===== config.mk =====
export PLATFORM = sky130hd
export DESIGN_NAME = tar_header_check_deframer_flat
export DESIGN_NICKNAME = d
export VERILOG_FILES = /design/src/rtl/core/thcd_pkg.sv /design/src/rtl/core/thcd_if.sv /design/src/rtl/core/tar_header_check_deframer.sv /design/src/flat_wrapper.sv
export SDC_FILE = /design/constraint.sdc
export NUM_CORES = 1
export LEC_CHECK = 0
export CAP_MARGIN = 15
export CORE_UTILIZATION = 58
export DETAILED_ROUTE_END_ITERATION = 16
export DONT_BUFFER_PORTS = 1
export PLACE_DENSITY_LB_ADDON = 0.05
export SLEW_MARGIN = 10
export SYNTH_ARGS = -nofsm -noshare
export SYNTH_HDL_FRONTEND = slang
export SYNTH_SLANG_ARGS = --single-unit

===== constraint.sdc =====
create_clock -name clk -period 4.5 [get_ports clk]
set_clock_uncertainty 0.1 [all_clocks]
set_input_delay 0.9 -clock clk [delete_from_list [all_inputs] [get_ports clk]]
set_output_delay 0.9 -clock clk [all_outputs]
set_load 0.03 [all_outputs]

===== src/rtl/core/thcd_pkg.sv =====
// Shared types and constants of the tar header checker and deframer.
// No dependencies; used by the result interface, the top level and the checker.
package thcd_pkg;

  typedef enum logic [1:0] {
    KIND_HEADER = 2'd0,
    KIND_DATA   = 2'd1,
    KIND_EOA    = 2'd2,
    KIND_ERROR  = 2'd3
  } kind_t;

  typedef enum logic [1:0] {
    CAUSE_NONE  = 2'd0,
    CAUSE_OCTAL = 2'd1,
    CAUSE_CSUM  = 2'd2,
    CAUSE_TYPE  = 2'd3
  } cause_t;

  typedef enum logic [1:0] {
    ETYPE_FILE    = 2'd0,
    ETYPE_DIR     = 2'd1,
    ETYPE_SYMLINK = 2'd2
  } etype_t;

  localparam int unsigned SIZE_W = 36;
  localparam int unsigned MODE_W = 9;
  localparam int unsigned POS_W  = 9;

  // Header byte offsets; HI bounds are exclusive.
  localparam logic [POS_W-1:0] MODE_LO  = 9'd100;
  localparam logic [POS_W-1:0] MODE_HI  = 9'd108;
  localparam logic [POS_W-1:0] SIZE_LO  = 9'd124;
  localparam logic [POS_W-1:0] SIZE_HI  = 9'd136;
  localparam logic [POS_W-1:0] CSUM_LO  = 9'd148;
  localparam logic [POS_W-1:0] CSUM_HI  = 9'd156;
  localparam logic [POS_W-1:0] TYPE_POS = 9'd156;
  localparam logic [POS_W-1:0] LAST_POS = 9'd511;

  localparam logic [7:0] CH_NUL   = 8'h00;
  localparam logic [7:0] CH_SPACE = 8'h20;
  localparam logic [7:0] CH_ZERO  = 8'h30;
  localparam logic [7:0] CH_SEVEN = 8'h37;
  localparam logic [7:0] CH_SYM   = 8'h32;
  localparam logic [7:0] CH_DIR   = 8'h35;

endpackage


===== src/rtl/core/thcd_if.sv =====
// Valid/ready channel interfaces for the tar deframer byte input and result output.
// Depends on thcd_pkg for the result field types.
interface thcd_in_if;
  logic       valid;
  logic       ready;
  logic [7:0] in_byte;

  modport source (output valid, output in_byte, input ready);
  modport sink   (input valid, input in_byte, output ready);
endinterface

interface thcd_out_if;
  logic                            valid;
  logic                            ready;
  thcd_pkg::kind_t                 result_kind;
  thcd_pkg::cause_t                error_cause;
  thcd_pkg::etype_t                entry_type;
  logic [thcd_pkg::SIZE_W-1:0]     file_size;
  logic [thcd_pkg::MODE_W-1:0]     file_mode;
  logic [7:0]                      data_byte;
  logic                            last_data;

  modport source (output valid, output result_kind, output error_cause,
                  output entry_type, output file_size, output file_mode,
                  output data_byte, output last_data, input ready);
  modport sink   (input valid, input result_kind, input error_cause,
                  input entry_type, input file_size, input file_mode,
                  input data_byte, input last_data, output ready);
endinterface


===== src/rtl/core/tar_header_check_deframer.sv =====
// A result word appears in the output register the cycle after its byte is taken.
// Throughput: one byte per clock; the input is ready whenever the output register is
// empty or being taken, so the single result register sets the rate.
// Reset (rst_n low, synchronous): header phase at block offset zero, no result pending.
// After an error or end of archive all bytes are taken and dropped until reset.
module tar_header_check_deframer (
  input  logic            clk,
  input  logic            rst_n,
  thcd_in_if.sink         in_ch,
  thcd_out_if.source      out_ch
);
  import thcd_pkg::*;

  typedef enum logic [1:0] {PH_HEADER, PH_DATA, PH_PAD, PH_HALT} phase_t;
  typedef enum logic [1:0] {DC_DIGIT, DC_STOP, DC_BAD} dclass_t;

  typedef struct packed {
    kind_t              kind;
    cause_t             cause;
    etype_t             etype;
    logic [SIZE_W-1:0]  size;
    logic [MODE_W-1:0]  mode;
    logic [7:0]         data;
    logic               last;
  } res_t;

  function automatic dclass_t octal_class(input logic [7:0] b);
    dclass_t c;
    if (b == CH_NUL || b == CH_SPACE) c = DC_STOP;
    else if (b < CH_ZERO || b > CH_SEVEN) c = DC_BAD;
    else c = DC_DIGIT;
    return c;
  endfunction

  phase_t            phase_r, phase_nxt;
  logic [POS_W-1:0]  pos_r, pos_nxt;
  logic              prev_zero_r, prev_zero_nxt;
  logic              all_zero_r, all_zero_nxt;
  logic [16:0]       sum_r, sum_nxt;
  logic [23:0]       csum_r, csum_nxt;
  logic [MODE_W-1:0] mode_r, mode_nxt;
  logic [SIZE_W-1:0] size_r, size_nxt;
  logic [2:0]        stopped_r, stopped_nxt;
  logic [1:0]        fault_r, fault_nxt;
  logic [7:0]        type_r, type_nxt;
  logic [SIZE_W-1:0] data_left_r, data_left_nxt;
  logic [POS_W-1:0]  pad_left_r, pad_left_nxt;
  logic              out_valid_r, out_valid_nxt;
  res_t              res_r, res_nxt;

  logic        in_ready;
  logic        accept;
  logic        emit;
  logic [7:0]  b;
  logic        in_csum, in_mode, in_size;
  dclass_t     cls;
  logic [7:0]  tchar;
  logic [16:0] sum_add;
  cause_t      cause;
  etype_t      etype;

  assign in_ready = !out_valid_r || out_ch.ready;
  assign accept   = in_ch.valid && in_ready;
  assign b        = in_ch.in_byte;
  assign in_csum  = (pos_r >= CSUM_LO) && (pos_r < CSUM_HI);
  assign in_mode  = (pos_r >= MODE_LO) && (pos_r < MODE_HI);
  assign in_size  = (pos_r >= SIZE_LO) && (pos_r < SIZE_HI);
  assign cls      = octal_class(b);
  assign tchar    = (type_r != CH_NUL) ? type_r : CH_ZERO;
  // checksum bytes count as spaces
  assign sum_add  = sum_r + 17'(in_csum ? CH_SPACE : b);

  // Header verdict; fields are final by the last byte of the block.
  always_comb begin
    cause = CAUSE_NONE;
    etype = ETYPE_FILE;
    if (fault_r[0]) cause = CAUSE_OCTAL;
    else if (csum_r != {7'd0, sum_add}) cause = CAUSE_CSUM;
    else if (fault_r[1]) cause = CAUSE_OCTAL;
    else if (tchar == CH_ZERO) etype = ETYPE_FILE;
    else if (tchar == CH_DIR) etype = ETYPE_DIR;
    else if (tchar == CH_SYM) etype = ETYPE_SYMLINK;
    else cause = CAUSE_TYPE;
  end

  always_comb begin
    phase_nxt     = phase_r;
    pos_nxt       = pos_r;
    prev_zero_nxt = prev_zero_r;
    all_zero_nxt  = all_zero_r;
    sum_nxt       = sum_r;
    csum_nxt      = csum_r;
    mode_nxt      = mode_r;
    size_nxt      = size_r;
    stopped_nxt   = stopped_r;
    fault_nxt     = fault_r;
    type_nxt      = type_r;
    data_left_nxt = data_left_r;
    pad_left_nxt  = pad_left_r;
    emit          = 1'b0;
    res_nxt       = '0;
    res_nxt.kind  = KIND_HEADER;
    res_nxt.cause = CAUSE_NONE;
    res_nxt.etype = ETYPE_FILE;

    if (accept) begin
      case (phase_r)
        PH_DATA: begin
          emit         = 1'b1;
          res_nxt.kind = KIND_DATA;
          res_nxt.data = b;
          res_nxt.last = (data_left_r == 36'd1);
          if (data_left_r != '0) data_left_nxt = data_left_r - 36'd1;
          if (data_left_r <= 36'd1) phase_nxt = (pad_left_r != '0) ? PH_PAD : PH_HEADER;
        end
        PH_PAD: begin
          if (pad_left_r != '0) pad_left_nxt = pad_left_r - 9'd1;
          if (pad_left_r <= 9'd1) phase_nxt = PH_HEADER;
        end
        PH_HEADER: begin
          all_zero_nxt = all_zero_r && (b == CH_NUL);
          sum_nxt      = sum_add;
          if (in_csum) begin
            if (!stopped_r[0]) begin
              case (cls)
                DC_STOP: stopped_nxt[0] = 1'b1;
                DC_BAD: begin
                  fault_nxt[0]   = 1'b1;
                  stopped_nxt[0] = 1'b1;
                end
                default: csum_nxt = {csum_r[20:0], b[2:0]};
              endcase
            end
          end else if (in_mode) begin
            if (!stopped_r[1]) begin
              case (cls)
                DC_STOP: stopped_nxt[1] = 1'b1;
                DC_BAD: begin
                  fault_nxt[1]   = 1'b1;
                  stopped_nxt[1] = 1'b1;
                end
                default: mode_nxt = {mode_r[MODE_W-4:0], b[2:0]};
              endcase
            end
          end else if (in_size) begin
            if (!stopped_r[2]) begin
              case (cls)
                DC_STOP: stopped_nxt[2] = 1'b1;
                DC_BAD: begin
                  fault_nxt[1]   = 1'b1;
                  stopped_nxt[2] = 1'b1;
                end
                default: size_nxt = {size_r[SIZE_W-4:0], b[2:0]};
              endcase
            end
          end else if (pos_r == TYPE_POS) begin
            type_nxt = b;
          end

          if (pos_r != LAST_POS) begin
            pos_nxt = pos_r + 9'd1;
          end else begin
            if (all_zero_nxt) begin
              if (prev_zero_r) begin
                phase_nxt    = PH_HALT;
                emit         = 1'b1;
                res_nxt.kind = KIND_EOA;
              end
              prev_zero_nxt = 1'b1;
            end else begin
              prev_zero_nxt = 1'b0;
              emit          = 1'b1;
              if (cause != CAUSE_NONE) begin
                res_nxt.kind  = KIND_ERROR;
                res_nxt.cause = cause;
                phase_nxt     = PH_HALT;
              end else begin
                res_nxt.kind  = KIND_HEADER;
                res_nxt.etype = etype;
                res_nxt.size  = size_r;
                res_nxt.mode  = mode_r;
                if (etype == ETYPE_FILE && size_r != '0) begin
                  data_left_nxt = size_r;
                  pad_left_nxt  = 9'd0 - size_r[POS_W-1:0];
                  phase_nxt     = PH_DATA;
                end
              end
            end
            // start the next block clean
            pos_nxt      = '0;
            all_zero_nxt = 1'b1;
            sum_nxt      = '0;
            csum_nxt     = '0;
            mode_nxt     = '0;
            size_nxt     = '0;
            stopped_nxt  = '0;
            fault_nxt    = '0;
            type_nxt     = '0;
          end
        end
        default: begin
          // halted: drop the byte
        end
      endcase
    end

    out_valid_nxt = out_valid_r && !out_ch.ready;
    if (accept) out_valid_nxt = emit;
  end

  always_ff @(posedge clk) begin
    if (!rst_n) begin
      phase_r     <= PH_HEADER;
      pos_r       <= '0;
      prev_zero_r <= 1'b0;
      all_zero_r  <= 1'b1;
      sum_r       <= '0;
      csum_r      <= '0;
      mode_r      <= '0;
      size_r      <= '0;
      stopped_r   <= '0;
      fault_r     <= '0;
      type_r      <= '0;
      data_left_r <= '0;
      pad_left_r  <= '0;
      out_valid_r <= 1'b0;
    end else begin
      phase_r     <= phase_nxt;
      pos_r       <= pos_nxt;
      prev_zero_r <= prev_zero_nxt;
      all_zero_r  <= all_zero_nxt;
      sum_r       <= sum_nxt;
      csum_r      <= csum_nxt;
      mode_r      <= mode_nxt;
      size_r      <= size_nxt;
      stopped_r   <= stopped_nxt;
      fault_r     <= fault_nxt;
      type_r      <= type_nxt;
      data_left_r <= data_left_nxt;
      pad_left_r  <= pad_left_nxt;
      out_valid_r <= out_valid_nxt;
    end
    // payload needs no reset; load only with a new result
    if (accept && emit) res_r <= res_nxt;
  end

  assign in_ch.ready        = in_ready;
  assign out_ch.valid       = out_valid_r;
  assign out_ch.result_kind = res_r.kind;
  assign out_ch.error_cause = res_r.cause;
  assign out_ch.entry_type  = res_r.etype;
  assign out_ch.file_size   = res_r.size;
  assign out_ch.file_mode   = res_r.mode;
  assign out_ch.data_byte   = res_r.data;
  assign out_ch.last_data   = res_r.last;

endmodule


===== src/flat_wrapper.sv =====
// flat-port wrapper written by rule: the top's interface ports become plain ports
module tar_header_check_deframer_flat import thcd_pkg::*;
  (clk, rst_n, in_ch_valid, in_ch_in_byte, in_ch_ready, out_ch_valid, out_ch_result_kind, out_ch_error_cause, out_ch_entry_type, out_ch_file_size, out_ch_file_mode, out_ch_data_byte, out_ch_last_data, out_ch_ready);
  thcd_in_if in_ch_i ();
  thcd_out_if out_ch_i ();
  input  logic clk;
  input  logic rst_n;
  input wire logic [$bits(in_ch_i.valid)-1:0] in_ch_valid;
  input wire logic [$bits(in_ch_i.in_byte)-1:0] in_ch_in_byte;
  output wire logic [$bits(in_ch_i.ready)-1:0] in_ch_ready;
  output wire logic [$bits(out_ch_i.valid)-1:0] out_ch_valid;
  output wire logic [$bits(out_ch_i.result_kind)-1:0] out_ch_result_kind;
  output wire logic [$bits(out_ch_i.error_cause)-1:0] out_ch_error_cause;
  output wire logic [$bits(out_ch_i.entry_type)-1:0] out_ch_entry_type;
  output wire logic [$bits(out_ch_i.file_size)-1:0] out_ch_file_size;
  output wire logic [$bits(out_ch_i.file_mode)-1:0] out_ch_file_mode;
  output wire logic [$bits(out_ch_i.data_byte)-1:0] out_ch_data_byte;
  output wire logic [$bits(out_ch_i.last_data)-1:0] out_ch_last_data;
  input wire logic [$bits(out_ch_i.ready)-1:0] out_ch_ready;
  assign in_ch_i.valid = in_ch_valid;
  assign in_ch_i.in_byte = in_ch_in_byte;
  assign in_ch_ready = in_ch_i.ready;
  assign out_ch_valid = out_ch_i.valid;
  assign out_ch_result_kind = out_ch_i.result_kind;
  assign out_ch_error_cause = out_ch_i.error_cause;
  assign out_ch_entry_type = out_ch_i.entry_type;
  assign out_ch_file_size = out_ch_i.file_size;
  assign out_ch_file_mode = out_ch_i.file_mode;
  assign out_ch_data_byte = out_ch_i.data_byte;
  assign out_ch_last_data = out_ch_i.last_data;
  assign out_ch_i.ready = out_ch_ready;
  tar_header_check_deframer u_core (.clk(clk), .rst_n(rst_n), .in_ch(in_ch_i), .out_ch(out_ch_i));
endmodule

==> results.py <==
metrics = {
    "status": {
        "status": "finished clean",
    },
    "floorplanning": {
        "row_count": 49,
        "fp.dieW_um": 137,
        "dieArea_sq_um": 18800,
        "die_h_um": 137,
        "io_pins": 74,
        "placeableCoreArea_sq_um": 17900,
        "start_util": 0.591,
    },
    "pwr": {
        "vdd_drop_max_mv": 0.387,
        "power.density_nw_per_um2": 346,
        "power.leakage_nw": 4.38,
    },
    "synthesis": {
        "ys.flop_type": "dfxtp_1",
        "synth_warnings": 0,
        "syn_area_sq_um": 10600,
        "synth_cells": 1135,
        "synth_largest_area_cell": "dfxtp_1",
        "synth.distinct_cells": 80,
        "synth_top_area_share": 0.299,
        "synthesis.nets": 1164,
        "ys_seq_area_frac": 0.469,
        "yosys-top-cells-area": "dfxtp_1 30%, edfxtp_1 17%, a22o_1 4.5%",
        "syn_area_per_cell_sq_um": 9.32,
        "ys_ff_latch": 218,
        "synth_edf_count": 60,
        "async_flop_share": 0,
    },
    "route": {
        "drc": 0,
        "wl_mm": 26.9,
        "firstDrtPassIters": 5,
        "wl_per_cell_um": 19.4,
        "first_iter_violations": 734,
        "viasPerCell": 6.40,
        "vias": 8888,
        "ant_nets": 0,
    },
    "timing": {
        "setup_tns_ps": 0,
        "relSlewSlack": 0.342,
        "hold_viol": 0,
        "fin_crit_ps": 4280,
        "tightestPinTransition_ps": 985,
        "fmax_mhz": 234,
        "drv_slew": 0,
        "finalSetupViolations": 0,
        "period_share": 0.950,
    },
    "clock_tree": {
        "cts_max_level": 1,
        "clk_transition_reported_paths_ps": 60,
        "cts_max_path_buffers": 3,
        "cts_buffers": 23,
        "clkLatencyLatePin_ps": 510,
        "clk_root_buffer_cell": "clkbuf_16",
        "cts_tree": "done",
        "clkSinkCount": 218,
    },
    "final_layout": {
        "final_nets": 1173,
        "areaGrowthSynthToFinish_pct": 12.2,
        "final_common_cell": "dfxtp_1",
        "finalNonFillerCells": 1389,
        "mostFrequentLayoutCells": "157 x dfxtp_1, 121 x nand2_1, 80 x nor2_1, 65 x and2_1, 63 x a21oi_1",
        "drive_above_1_share": 0.109,
        "antenna_cells": 0,
    },
    "global_route": {
        "antenna_found_initial": 0,
        "grt_overflow": 0,
        "grt_max_degree": 48,
        "grt_pass1_wl_mm": 42.4,
        "track_usage": 0.286,
        "grt_pass1_vias": 7936,
    },
    "worst_setup_path": {
        "worstSetupPathDepth": 16,
        "critPathBufInv": 3,
        "crit_fanout": 9,
        "crit_top_cell": "buf_4",
        "cp-end-kind": "flop",
        "start_kind": "flop",
        "crit_slowest_cell": "a31oi_1",
        "cp_slowest_stage_delay_ps": 400,
        "crit_required_ps": 4810,
        "reg2regPathDepth": 16,
        "path_cells": "nor4b_2, buf_4, nand3b_1, and2_1, ha_1, buf_4, a21oi_1, o21ai_0, a31oi_1, xnor2_1, nand4_1, nor4_4, a31o_2, buf_4, nand2_2, o41ai_1",
        "critPathKind": "reg2reg",
        "critPathTopFamily": "simple AND/OR/NAND/NOR gates",
        "crit_arrival_ps": 4590,
    },
    "hold_path": {
        "hold_depth": 2,
        "hold_path_class": "reg2reg",
    },
    "job": {
        "drv_cap": 0,
    },
    "placement": {
        "place_hpwl_mm": 18.3,
        "place_congestion": 0.896,
        "place.port_buffers": 0,
        "dp.cells": 1341,
    },
}
## flip-flops by register name (all words and copies together) (netlist names), 9 cells and up
name                     flops
u_core.pos_r                 9
u_core.out_ch.file_mode      9
u_core.data_left_r          36
u_core.pad_left_r            9
u_core.sum_r                17
u_core.size_r               36
u_core.mode_r                9
u_core.csum_r               24
u_core.out_ch.file_size     36
## Yosys cell counts (3+ instances only)
master and n:
inv_1 20, buf_6 3, o41ai_1 10, nand2b_1 8, buf_2 11, or4_1 6
nor3_1 40, clkbuf_1 52, a22o_1 54, nor2_1 83, or3_1 21, nand3_1 23
nor4_1 18, o21a_1 5, a21oi_1 65, nand2_1 122, a31oi_1 9, nand4_1 10
and3_1 8, nand3b_1 8, dfxtp_1 158, o211ai_1 5, ha_1 16, o2111ai_1 4
a22oi_1 9, xnor2_1 25, and4_1 3, a211oi_1 5, xor2_1 16, mux2i_1 11
o21ai_0 54, o32ai_1 8, and2_1 65, o31ai_1 20, a31o_2 3, or2_2 6
o31a_1 3, edfxtp_1 60, a32o_1 27, a21o_1 6, nor2b_1 5
## cell type report
type | count | area, sq um
multi-input cells | 828 | 5350
well taps | 229 | 287
clock inverters | 13 | 103
clock buffers | 28 | 616
flip-flops and latches | 218 | 4970
repair buffers | 52 | 469
inverters | 21 | 78.8
fillers | 1456 | 6030
## power breakdown
group | internal, W | total (W) | leakage [nW] | switching (W)
clock network | 0.00103 | 0.00181 | 0.348 | 0.000775
logic | 0.000105 | 0.000268 | 2.20 | 0.000163
registers | 0.00202 | 0.00203 | 1.83 | 0.0000104
total | 0.00316 | 0.00410 | 4.38 | 0.000948
## metrics by stage
stage	total power, W	util	hold slack [ps]	worst slack (ps)	area [sq um]
3_3_place_gp	0.00231	0.615	336	38.5	11000
5_1_grt	0.00424	0.663	375	-30.2	11900
2_1_floorplan	0.00225	-	327	364	10600
6_report	0.00410	0.663	350	225	11900
3_5_place_dp	0.00231	0.615	342	-21.5	11000
4_1_cts	0.00411	0.655	355	20.6	11700
## worst reg2reg max path, cell delays in order (launching register included)
cell,delay (ps)
dfxtp_1,340
nor4b_2,250
buf_4,150
nand3b_1,150
and2_1,250
ha_1,290
buf_4,170
a21oi_1,180
o21ai_0,130
a31oi_1,400
xnor2_1,230
nand4_1,230
nor4_4,370
a31o_2,250
buf_4,180
nand2_2,160
o41ai_1,330
## path summary, 6_finish.rpt
check | startpoint | to | slack (ps)
min reg2reg | u_core.mode_r[6] | u_core.mode_r[6] | 350
min | u_core.mode_r[6] | u_core.mode_r[6] | 350
max | u_core.pos_r[6] | u_core.data_left_r[0] | 220
max reg2reg | u_core.pos_r[6] | u_core.data_left_r[0] | 220
## repair_timing
| item | CTS | global route |
|---|---|---|
| pin swaps | 0 | 8 |
| buffers inserted | 0 | 6 |
| hold buffers | 0 | 0 |
| cloned | 0 | 1 |
| hold endpoints to repair | 0 | 0 |
| setup endpoints to repair | 3 | 96 |
| gates resized for setup | 1 | 20 |
## routing by layer
metal	GRT usage	vias up	part of all wire
met5	0	-	0
met4	0.0842	0	0.022
met3	0.0570	48	0.080
met2	0.402	326	0.42
met1	0.435	4285	0.48
li1	-	4229	-
## logic make-up after synthesis
| group | Yosys count | share of synthesized area |
|---|---|---|
| simple gates | 449 | 0.219 |
| compound gates | 310 | 0.211 |
| flops | 218 | 0.469 |
| buf+inv | 89 | 0.0354 |
| xor+xnor | 41 | 0.0339 |
| fa+ha+maj | 17 | 0.0208 |
| mux | 11 | 0.0104 |
Power figures use the tool's default switching activity.
